--- config.mk ---
export PLATFORM = sky130hd
export DESIGN_NAME = min_cost_trip_dp_top
export DESIGN_NICKNAME = d
export VERILOG_FILES = /design/src/mctdp_pkg.sv /design/src/mctdp_ram.sv /design/src/min_cost_trip_dp_top.sv
export SDC_FILE = /design/constraint.sdc
export NUM_CORES = 2
export LEC_CHECK = 0
export BUFFER_PORTS_ARGS = -buffer_cell sky130_fd_sc_hd__buf_2
export CAP_MARGIN = 15
export CELL_PAD_IN_SITES_DETAIL_PLACEMENT = 0
export CELL_PAD_IN_SITES_GLOBAL_PLACEMENT = 1
export CORE_MARGIN = 3
export CORE_UTILIZATION = 40
export DETAILED_ROUTE_END_ITERATION = 6
export PLACE_DENSITY_LB_ADDON = 0.3
export RECOVER_POWER = 50
export SYNTH_ARGS = -nofsm -noshare
export SYNTH_HDL_FRONTEND = slang
export SYNTH_SLANG_ARGS = --single-unit
--- constraint.sdc ---
create_clock -name clk -period 8 [get_ports clk]
set_input_delay 1.6 -clock clk [delete_from_list [all_inputs] [get_ports clk]]
set_output_delay 1.6 -clock clk [all_outputs]
set_load 0.005 [all_outputs]
--- src/mctdp_pkg.sv ---
// ----------------------------------------------------------------------------
// mctdp_pkg
// Shared types and constants of the least-cost trip planner.
// ----------------------------------------------------------------------------
package mctdp_pkg;

  localparam int NUM_CITIES = 64;
  localparam int CITY_W     = $clog2(NUM_CITIES);
  localparam int FARE_W     = 12;
  localparam int COST_W     = 16;
  localparam int SUM_W      = COST_W + 1;
  localparam int CMD_W      = 2;
  localparam int IN_DATA_W  = 32;

  localparam logic [COST_W-1:0] COST_MAX = {COST_W{1'b1}};

  typedef enum logic [CMD_W-1:0] {
    CMD_FARE  = 2'd0,
    CMD_HOTEL = 2'd1,
    CMD_QUERY = 2'd2
  } cmd_t;

endpackage

--- src/mctdp_ram.sv ---
// ----------------------------------------------------------------------------
// mctdp_ram
// Generic simple dual-port RAM, one write and one registered read port.
// ----------------------------------------------------------------------------
module mctdp_ram #(
  parameter int WIDTH = 16,
  parameter int DEPTH = 64
) (
  input  logic                     clk,
  input  logic                     we,
  input  logic [$clog2(DEPTH)-1:0] waddr,
  input  logic [WIDTH-1:0]         wdata,
  input  logic [$clog2(DEPTH)-1:0] raddr,
  output logic [WIDTH-1:0]         rdata
);

  logic [WIDTH-1:0] mem [DEPTH];

  always_ff @(posedge clk) begin
    if (we) begin
      mem[waddr] <= wdata;
    end
    rdata <= mem[raddr];
  end

endmodule

--- src/min_cost_trip_dp_top.sv ---
// ----------------------------------------------------------------------------
// min_cost_trip_dp_top
// Least-cost trip planner: table loads and cost queries over a line of cities.
// ----------------------------------------------------------------------------
// Table writes give no result.
// A query from s to d runs, for each j in s+1..d, one row pass over s..j-1
// and a drain step; one fare, hotel and row read per cycle in each pass.
// One request at a time; the result register frees the input side unless an
// earlier result is still held there, which holds the finished query back.
// rst_n (synchronous) clears control state; table contents stay undefined.
// ----------------------------------------------------------------------------
module min_cost_trip_dp_top
  import mctdp_pkg::*;
(
  input  logic                 clk,
  input  logic                 rst_n,
  input  logic                 in_tvalid,
  output logic                 in_tready,
  // entry_index[5:0], entry_value[17:6], start_city[23:18], dest_city[29:24]
  input  logic [IN_DATA_W-1:0] in_tdata,
  // command[1:0]
  input  logic [CMD_W-1:0]     in_tuser,
  output logic                 out_tvalid,
  input  logic                 out_tready,
  // min_cost[15:0]
  output logic [COST_W-1:0]    out_tdata,
  // no_route[0], saturated[1]
  output logic [1:0]           out_tuser
);

  typedef enum logic [1:0] {
    S_IDLE,
    S_RUN,
    S_DRAIN,
    S_DONE
  } state_t;

  state_t              state_r;
  logic [CITY_W-1:0]   j_r, idx_r, start_r, dest_r;
  logic [COST_W-1:0]   least_r, res_cost_r;
  logic                res_nr_r, sat_r, rd_vld_r;
  logic                out_valid_r;
  logic [COST_W-1:0]   out_cost_r;
  logic                out_nr_r, out_sat_r;

  logic [CITY_W-1:0]   entry_index, start_city, dest_city;
  logic [FARE_W-1:0]   entry_value;
  cmd_t                command;
  logic                accept;

  logic [FARE_W-1:0]   fare_rd, hotel_rd;
  logic [COST_W-1:0]   best_rd;
  logic [CITY_W-1:0]   fare_raddr;
  logic [SUM_W-1:0]    sum;
  logic [COST_W-1:0]   cand, least_nxt;
  logic                cand_sat;
  logic                best_we;
  logic [CITY_W-1:0]   best_waddr;
  logic [COST_W-1:0]   best_wdata;

  assign entry_index = in_tdata[CITY_W-1:0];
  assign entry_value = in_tdata[CITY_W+FARE_W-1:CITY_W];
  assign start_city  = in_tdata[2*CITY_W+FARE_W-1:CITY_W+FARE_W];
  assign dest_city   = in_tdata[3*CITY_W+FARE_W-1:2*CITY_W+FARE_W];
  assign command     = cmd_t'(in_tuser);

  assign in_tready  = (state_r == S_IDLE);
  assign accept     = in_tvalid && in_tready;
  assign fare_raddr = j_r - CITY_W'(1) - idx_r;

  assign sum      = SUM_W'(best_rd) + SUM_W'(hotel_rd) + SUM_W'(fare_rd);
  assign cand_sat = (sum >= SUM_W'(COST_MAX));
  assign cand     = cand_sat ? COST_MAX : sum[COST_W-1:0];
  assign least_nxt = (rd_vld_r && (cand < least_r)) ? cand : least_r;

  always_comb begin
    best_we    = 1'b0;
    best_waddr = j_r;
    best_wdata = least_nxt;
    if (accept && (command == CMD_QUERY)) begin
      best_we    = 1'b1;
      best_waddr = start_city;
      best_wdata = '0;
    end else if (state_r == S_DRAIN) begin
      best_we = 1'b1;
    end
  end

  mctdp_ram #(.WIDTH(FARE_W), .DEPTH(NUM_CITIES)) u_fare_ram (
    .clk   (clk),
    .we    (accept && (command == CMD_FARE)),
    .waddr (entry_index),
    .wdata (entry_value),
    .raddr (fare_raddr),
    .rdata (fare_rd)
  );

  mctdp_ram #(.WIDTH(FARE_W), .DEPTH(NUM_CITIES)) u_hotel_ram (
    .clk   (clk),
    .we    (accept && (command == CMD_HOTEL)),
    .waddr (entry_index),
    .wdata (entry_value),
    .raddr (idx_r),
    .rdata (hotel_rd)
  );

  mctdp_ram #(.WIDTH(COST_W), .DEPTH(NUM_CITIES)) u_best_ram (
    .clk   (clk),
    .we    (best_we),
    .waddr (best_waddr),
    .wdata (best_wdata),
    .raddr (idx_r),
    .rdata (best_rd)
  );

  always_ff @(posedge clk) begin
    if (!rst_n) begin
      state_r     <= S_IDLE;
      rd_vld_r    <= 1'b0;
      out_valid_r <= 1'b0;
    end else begin
      if (out_valid_r && out_tready && (state_r != S_DONE)) begin
        out_valid_r <= 1'b0;
      end
      if (rd_vld_r) begin
        if (cand_sat) begin
          sat_r <= 1'b1;
        end
      end
      unique case (state_r)
        S_IDLE: begin
          if (accept && (command == CMD_QUERY)) begin
            start_r  <= start_city;
            dest_r   <= dest_city;
            j_r      <= start_city + CITY_W'(1);
            idx_r    <= start_city;
            least_r  <= COST_MAX;
            sat_r    <= 1'b0;
            res_nr_r <= 1'b0;
            rd_vld_r <= 1'b0;
            if (dest_city < start_city) begin
              res_cost_r <= COST_MAX;
              res_nr_r   <= 1'b1;
              state_r    <= S_DONE;
            end else if (dest_city == start_city) begin
              res_cost_r <= '0;
              state_r    <= S_DONE;
            end else begin
              state_r <= S_RUN;
            end
          end
        end
        S_RUN: begin
          rd_vld_r <= 1'b1;
          least_r  <= least_nxt;
          if (idx_r == j_r - CITY_W'(1)) begin
            state_r <= S_DRAIN;
          end else begin
            idx_r <= idx_r + CITY_W'(1);
          end
        end
        S_DRAIN: begin
          rd_vld_r <= 1'b0;
          least_r  <= COST_MAX;
          if (j_r == dest_r) begin
            res_cost_r <= least_nxt;
            state_r    <= S_DONE;
          end else begin
            j_r     <= j_r + CITY_W'(1);
            idx_r   <= start_r;
            state_r <= S_RUN;
          end
        end
        S_DONE: begin
          if (!out_valid_r || out_tready) begin
            out_valid_r <= 1'b1;
            out_cost_r  <= res_cost_r;
            out_nr_r    <= res_nr_r;
            out_sat_r   <= sat_r;
            state_r     <= S_IDLE;
          end
        end
        default: state_r <= S_IDLE;
      endcase
    end
  end

  assign out_tvalid = out_valid_r;
  assign out_tdata  = out_cost_r;
  assign out_tuser  = {out_sat_r, out_nr_r};

endmodule
# After elaboration in Yosys (flattened, before gate mapping)
# Memory sizes are Yosys's and may differ from the RTL's. A register that Yosys moved wholly into a read port is not among the register bits.
# Cells that the tools add are included.
dict set report totals {
  regBits 80
  latchBits 0
  ramBits 2560
  romBits 0
  inputBits 38
  output_inout_bits 20
  wordCells 107
  mem_count 3
}
# name depth width read_ports rd_clocked_by_memory_dff write_ports line
set mem_list {}
lappend mem_list {u_best_ram.mem 64 16 1 1 1 mctdp_ram.sv:17} ;# logic [WIDTH-1:0] mem [DEPTH];
lappend mem_list {u_fare_ram.mem 64 12 1 1 1 mctdp_ram.sv:17}
lappend mem_list {u_hotel_ram.mem 64 12 1 1 1 mctdp_ram.sv:17}
dict set report classes {
  n_addsub 7
  mul 0
  div_mod_pow 0
  magnitude_cmp 3
  n_eq_ne 16
  n_shift 0
  mux 43
  n_bitwise 0
  n_reduce_logical 21
}
# op count
set ops {}
lappend ops {{$mux 16} 8}
lappend ops {{$pmux 16 s3} 1}
lappend ops {{$mux 6} 6}
lappend ops {{$pmux 16 s2} 1}
lappend ops {{$add 6x1->6 const B} 3}
lappend ops {{$eq 6x6->1} 3}
lappend ops {{$pmux 6 s3} 1}
lappend ops {{$add 16x12->17} 1}
lappend ops {{$add 17x12->17} 1}
lappend ops {{$ge 17x16->1 const B} 1}
lappend ops {{$mux 1} 17}
lappend ops {{$lt 16x16->1} 1}
lappend ops {{$mux 2} 6}
lappend ops {{$pmux 6 s2} 1}
lappend ops {{$reduce_and 3->1} 4}
lappend ops {{$ne 2x2->1 const B} 5}
lappend ops {{$reduce_and 5->1} 2}
lappend ops {{$pmux 2 s4} 1}
lappend ops {{$logic_and 1x1->1} 7}
lappend ops {{$eq 2x2->1 const B} 3}
lappend ops {{$lt 6x6->1} 1}
lappend ops {{$sub 6x1->6 const B} 1}
lappend ops {{$sub 6x6->6} 1}
lappend ops {{$eq 2x1->1 const B} 2}
lappend ops {{10 further kinds} 12}

# Depth between registers and ports, before layout
dict set report depth {
  word_depth 9
  ltp_mapped 23
}

# Hierarchy
# Synthesis repeated with hierarchy kept, for this count alone.
dict set report hier_totals {
  cells_unflattened 5048
  hier_area_um2 105496.2
}
# mod n_inst cells_per_inst area_each_um2 seq_area_each_um2
set modules_own_cells {}
lappend modules_own_cells {{mctdp_ram (u_fare_ram ...)} 2 1339 29851.1 23302.3}
lappend modules_own_cells {{mctdp_ram (u_best_ram)} 1 1829 40042.2 31069.8}
lappend modules_own_cells {min_cost_trip_dp_top 1 541 5751.8 2362.3}

# Worst setup path after synthesis
# Ideal clock, no wire load.
dict set report synth_timing {
  path_type {flip-flop to flip-flop}
  from {register u_fare_ram.rdata[1], read port of u_fare_ram.mem}
  to {memory u_best_ram.mem[0][1], data pin}
  setup_ns 0.499
  t_arrival_ns 6.073
  setup_slack_ns 1.427
  stages_incl_launch_ff 23
  synth_period_minus_slack_ns 6.573
  path_cell_list {dfxtp_1 -> inv_1 -> fa_1 -> inv_1 -> ha_1 -> fa_1 -> a211oi_1 -> o21ai_0 -> a41oi_1 -> nor2_1 -> xnor2_1 -> nor4_1 -> a21oi_1 -> nand2_1 -> ha_1 -> a21o_1 -> a221oi_1 -> and3_1 -> o21ai_0 -> a21oi_1 -> buf_2 -> o22ai_1 -> nor2_1}
}
dict set report synth_between {
  elab_chain_cells 7
}
# item line
set synth_rtl {}
lappend synth_rtl {{start: declaration} mctdp_ram.sv:14} ;# output logic [WIDTH-1:0] rdata
lappend synth_rtl {{$add 17x12->17 *} min_cost_trip_dp_top.sv:71} ;# assign sum = SUM_W'(best_rd) + SUM_W'(hotel_rd) + SUM_W'(fare_rd);
lappend synth_rtl {{$ge 17x16->1} min_cost_trip_dp_top.sv:72} ;# assign cand_sat = (sum >= SUM_W'(COST_MAX));
lappend synth_rtl {{$mux 16 *} min_cost_trip_dp_top.sv:73} ;# assign cand = cand_sat ? COST_MAX : sum[COST_W-1:0];
lappend synth_rtl {{$lt 16x16->1} min_cost_trip_dp_top.sv:74} ;# assign least_nxt = (rd_vld_r && (cand < least_r)) ? cand : least_r;
lappend synth_rtl {{$logic_and 1x1->1} min_cost_trip_dp_top.sv:74}
lappend synth_rtl {{$mux 16 *} min_cost_trip_dp_top.sv:74}
lappend synth_rtl {{$mux 16 *} min_cost_trip_dp_top.sv:80} ;# if (accept && (command == CMD_QUERY)) begin
lappend synth_rtl {{named net best_wdata[1]} min_cost_trip_dp_top.sv:59} ;# logic [COST_W-1:0] best_wdata;
lappend synth_rtl {{end: declaration} mctdp_ram.sv:17}
# Mark *: on every way through the listed nets, which the timed path passes. The rest lies on a longest branch.

# Worst setup path after layout
dict set report layout_timing {
  from {register u_fare_ram.rdata[1], read port of u_fare_ram.mem}
  to {memory u_best_ram.mem[44][1], data pin}
}
# The elaborated chain is that of the path after synthesis.

==> reports/qor.yml <==
reg2reg_slack_ps: 1240
yosysSeqAreaShare_pct: 76.4
clock_latency_ps: 930
area_growth_pct: 13.5
async_flop_share_pct: 0
utilization_pct: 45.7
ys.flop_type: "edfxtp_1"
initial_utilization_pct: 40.3
detailedRoute.firstPassIterationCount: 5
grt_max_degree: 120
maxSlewViolCount: 1617
crit_chain: "inv_1 -> fa_1 -> inv_1 -> ha_1 -> fa_1 -> a211oi_1 -> o21ai_0 -> a41oi_1 -> nor2_1 -> xnor2_1 -> nor4_1 -> a21oi_1 -> nand2_1 -> ha_1 -> a21o_1 -> a221oi_1 -> and3_1 -> o21ai_0 -> a21oi_2 -> buf_4 -> o22ai_1 -> nor2_4 -> buf_4"
synthesis.area_sq_um: 105000
gp_congestion: 0.792
drt.antenna.violating_nets: 0
grt_pass1_wl_mm: 380
htreeDepth: 5
path_class: "flop to flop"
ios: 58
rsz0062_at_grt: "false"
clk_path_buf_depth: 4
arrival_ps: 7430
p_per_area_nw_per_um2: 370
synth_area_leaders: "edfxtp_1 76%, mux4_2 10%, mux2i_1 4.5%"
fmax_mhz: 148
cap_violations: 26
slew_headroom_pct: -201
synth_edf_count: 2636
via_per_inst: 5.67
timing.rr.start: "u_fare_ram.rdata[1]"
core_sq_um: 260000
min_from: "res_cost_r[6]"
power_mw: 44.0
crit_fanout: 26
yosys.area.top_type_share_pct: 75.6
max_stage_delay_ps: 590
p_int_mw: 29.4
io_buffers: 55
layout.nets: 5667
yosysUniqueCellTypes: 52
die_h_um: 518
cts_tree: "yes"
drive_gt1_share_pct: 18.7
wl_per_cell_um: 28.4
worstHoldEndpoint: "out_tdata[6]"
synth_top_area_cell: "edfxtp_1"
finalCritPeriodShare_pct: 84.5
setup_viol: 0
worstMarginPinSlew_ps: 4520
hold_buffers: 0
grt_pass1_vias: 52400
post_cts_buffers: 0
synth-warning-count: 0
peakVddDrop_mv: 0.430
fin_crit_ps: 6760
cts.repair.resized: 0
outcome: "finished, violations left"
startpoint_type: "flop"
synth_seq_cells: 2680
hold_viol: 0
clkTransAtPathRegs_ps: 60
swShare_pct: 33.2
reg2reg_to: "u_best_ram.mem[44][1]"
cts.sinks: 2680
violations: "capacitance limit, slew limit"
drt_wl_total_mm: 263
netSwitchingPower_mw: 14.6
cp_slowest_cell: "nor2_4"
grtUsageTotal_pct: 19.3
hpwl_mm: 150
seqPwrFrac_pct: 37.6
fillers: 21900
tns_ps: 0
syn_nets: 5361
r2r_cells: 23
clock_skew_ps: 87.3
setup.worst_path.end_class: "flop"
hold_path.class: "flop to flop"
multi_input_area_sq_um: 23500
grt_overflow_total: 0
regArea_sq_um: 80000
cts_buffers: 295
route.detailed.drc: 0
required_ps: 8670
clkPwrFrac_pct: 28.9
fp.dieW_um: 518
vias: 52600
drt_first_iter_violations: 5680
synth_cells: 5264
cts_root_buffer: "clkbuf_16"
p_leak_nw: 37.6
holdPathStages: 0
synth_area_per_cell_sq_um: 19.9
num_rows: 187
dieArea_sq_um: 268000
comb_power_share_pct: 33.5
antenna_found_initial: 17
==> power groups by stage <==
stage	clock (mW)	combinational [mW]	sequential, mW
2_1_floorplan	0	9.42	16.8
3_3_place_gp	0	14.9	16.8
3_5_place_dp	0	14.9	16.8
4_1_cts	13.0	14.9	16.5
5_1_grt	13.6	15.8	16.6
6_report	12.7	14.7	16.5
==> metrics by stage <==
step           cells  setup WS [ps]  hold slack, ps  area, sq um
2_1_floorplan   5264           1430             400       105000
3_3_place_gp    8746           1200             422       110000
3_5_place_dp    8747           1270             407       110000
4_1_cts         9245           1210             431       119000
5_1_grt         9270            670             442       119000
6_report        9274           1240             432       119000
==> how the worst max path moves through the flow <==
stage               slack [ps]                    end                start
floorplan                 1430   u_best_ram.mem[0][1]  u_fare_ram.rdata[1]
global placement          1200  u_best_ram.mem[37][1]  u_fare_ram.rdata[1]
detailed placement        1270  u_best_ram.mem[36][1]  u_fare_ram.rdata[1]
CTS                       1210  u_best_ram.mem[47][1]  u_fare_ram.rdata[1]
finish                    1240  u_best_ram.mem[44][1]  u_fare_ram.rdata[1]
global route               670  u_best_ram.mem[44][1]  u_fare_ram.rdata[1]
==> cells in the mapped netlist, types with 8 or more instances <==
cell      number
a21oi_1      180
a211oi_1      16
clkbuf_1     155
nor3_1       151
mux2i_1      474
xnor2_1       28
buf_1         32
inv_1         42
a21o_1        14
mux4_2       464
o22ai_1      117
o221ai_1     224
nor2_1       277
nor2b_1       21
o21ai_1       14
buf_4         13
nand2_1       80
o21ai_0       19
xor2_1         8
nand3_1       19
fa_1          14
buf_2         93
dfxtp_1       44
edfxtp_1    2636
ha_1          45
==> critical path: cells and delay by family (launching register included) <==
| kind | cells | cell delay, ps |
|---|---|---|
| DFF | 1 | 310 |
| buffers and inverters | 4 | 770 |
| AOI/OAI and AO/OA | 9 | 2460 |
| adders and majority gates | 4 | 1440 |
| xor gates and xnor gates | 1 | 150 |
| and+or+nand+nor | 5 | 1370 |
==> placed cells by master (no fill, tap or decap), types with 117 or more instances in the layout <==
| cell type | n |
|---|---|
| nor3_1 | 151 |
| clkbuf_1 | 196 |
| edfxtp_1 | 2636 |
| buf_4 | 141 |
| o22ai_1 | 117 |
| a21oi_1 | 179 |
| mux4_2 | 464 |
| mux2i_1 | 474 |
| nor2_1 | 237 |
| o221ai_1 | 224 |
| clkbuf_16 | 302 |
==> cell type report <==
class | instances | area share (%)
repair buffers | 307 | 1.57
multi-input cells | 2242 | 19.8
clock inverters | 133 | 0.910
diodes | 7 | 0.0147
clock buffers | 365 | 6.60
inverters | 44 | 0.143
flip-flops and latches | 2680 | 67.3
well taps | 3496 | 3.68
==> per-layer routing <==
metal	global-route usage [%]	part of all wire, %	up-vias
met5	0	0.015	-
met3	3.19	6.3	388
met2	31.3	49	1737
met4	4.74	2.2	6
li1	-	-	22500
met1	27.4	43	28000
==> state kept, by name, indices dropped and copies added (netlist names), 2 cells and up <==
name / cells
dest_r: 6
idx_r: 6
j_r: 6
least_r: 16
out_tdata: 16
res_cost_r: 16
start_r: 6
state_r: 2
u_best_ram.mem: 1024
u_best_ram.rdata: 16
u_fare_ram.mem: 768
u_fare_ram.rdata: 12
u_hotel_ram.mem: 768
u_hotel_ram.rdata: 12
==> logic make-up after synthesis <==
logic type               count (synthesis)  synth area share (%)
multiplexers                           938                  14.5
XOR/XNOR                                36                 0.301
AND/OR/NAND/NOR                        593                  2.50
adder cells (fa/ha/maj)                 59                 0.805
flip-flops                            2680                  76.4
AO/OA/AOI/OAI                          616                  4.06
buffers and inverters                  342                  1.42
Power figures use the tool's default switching activity.
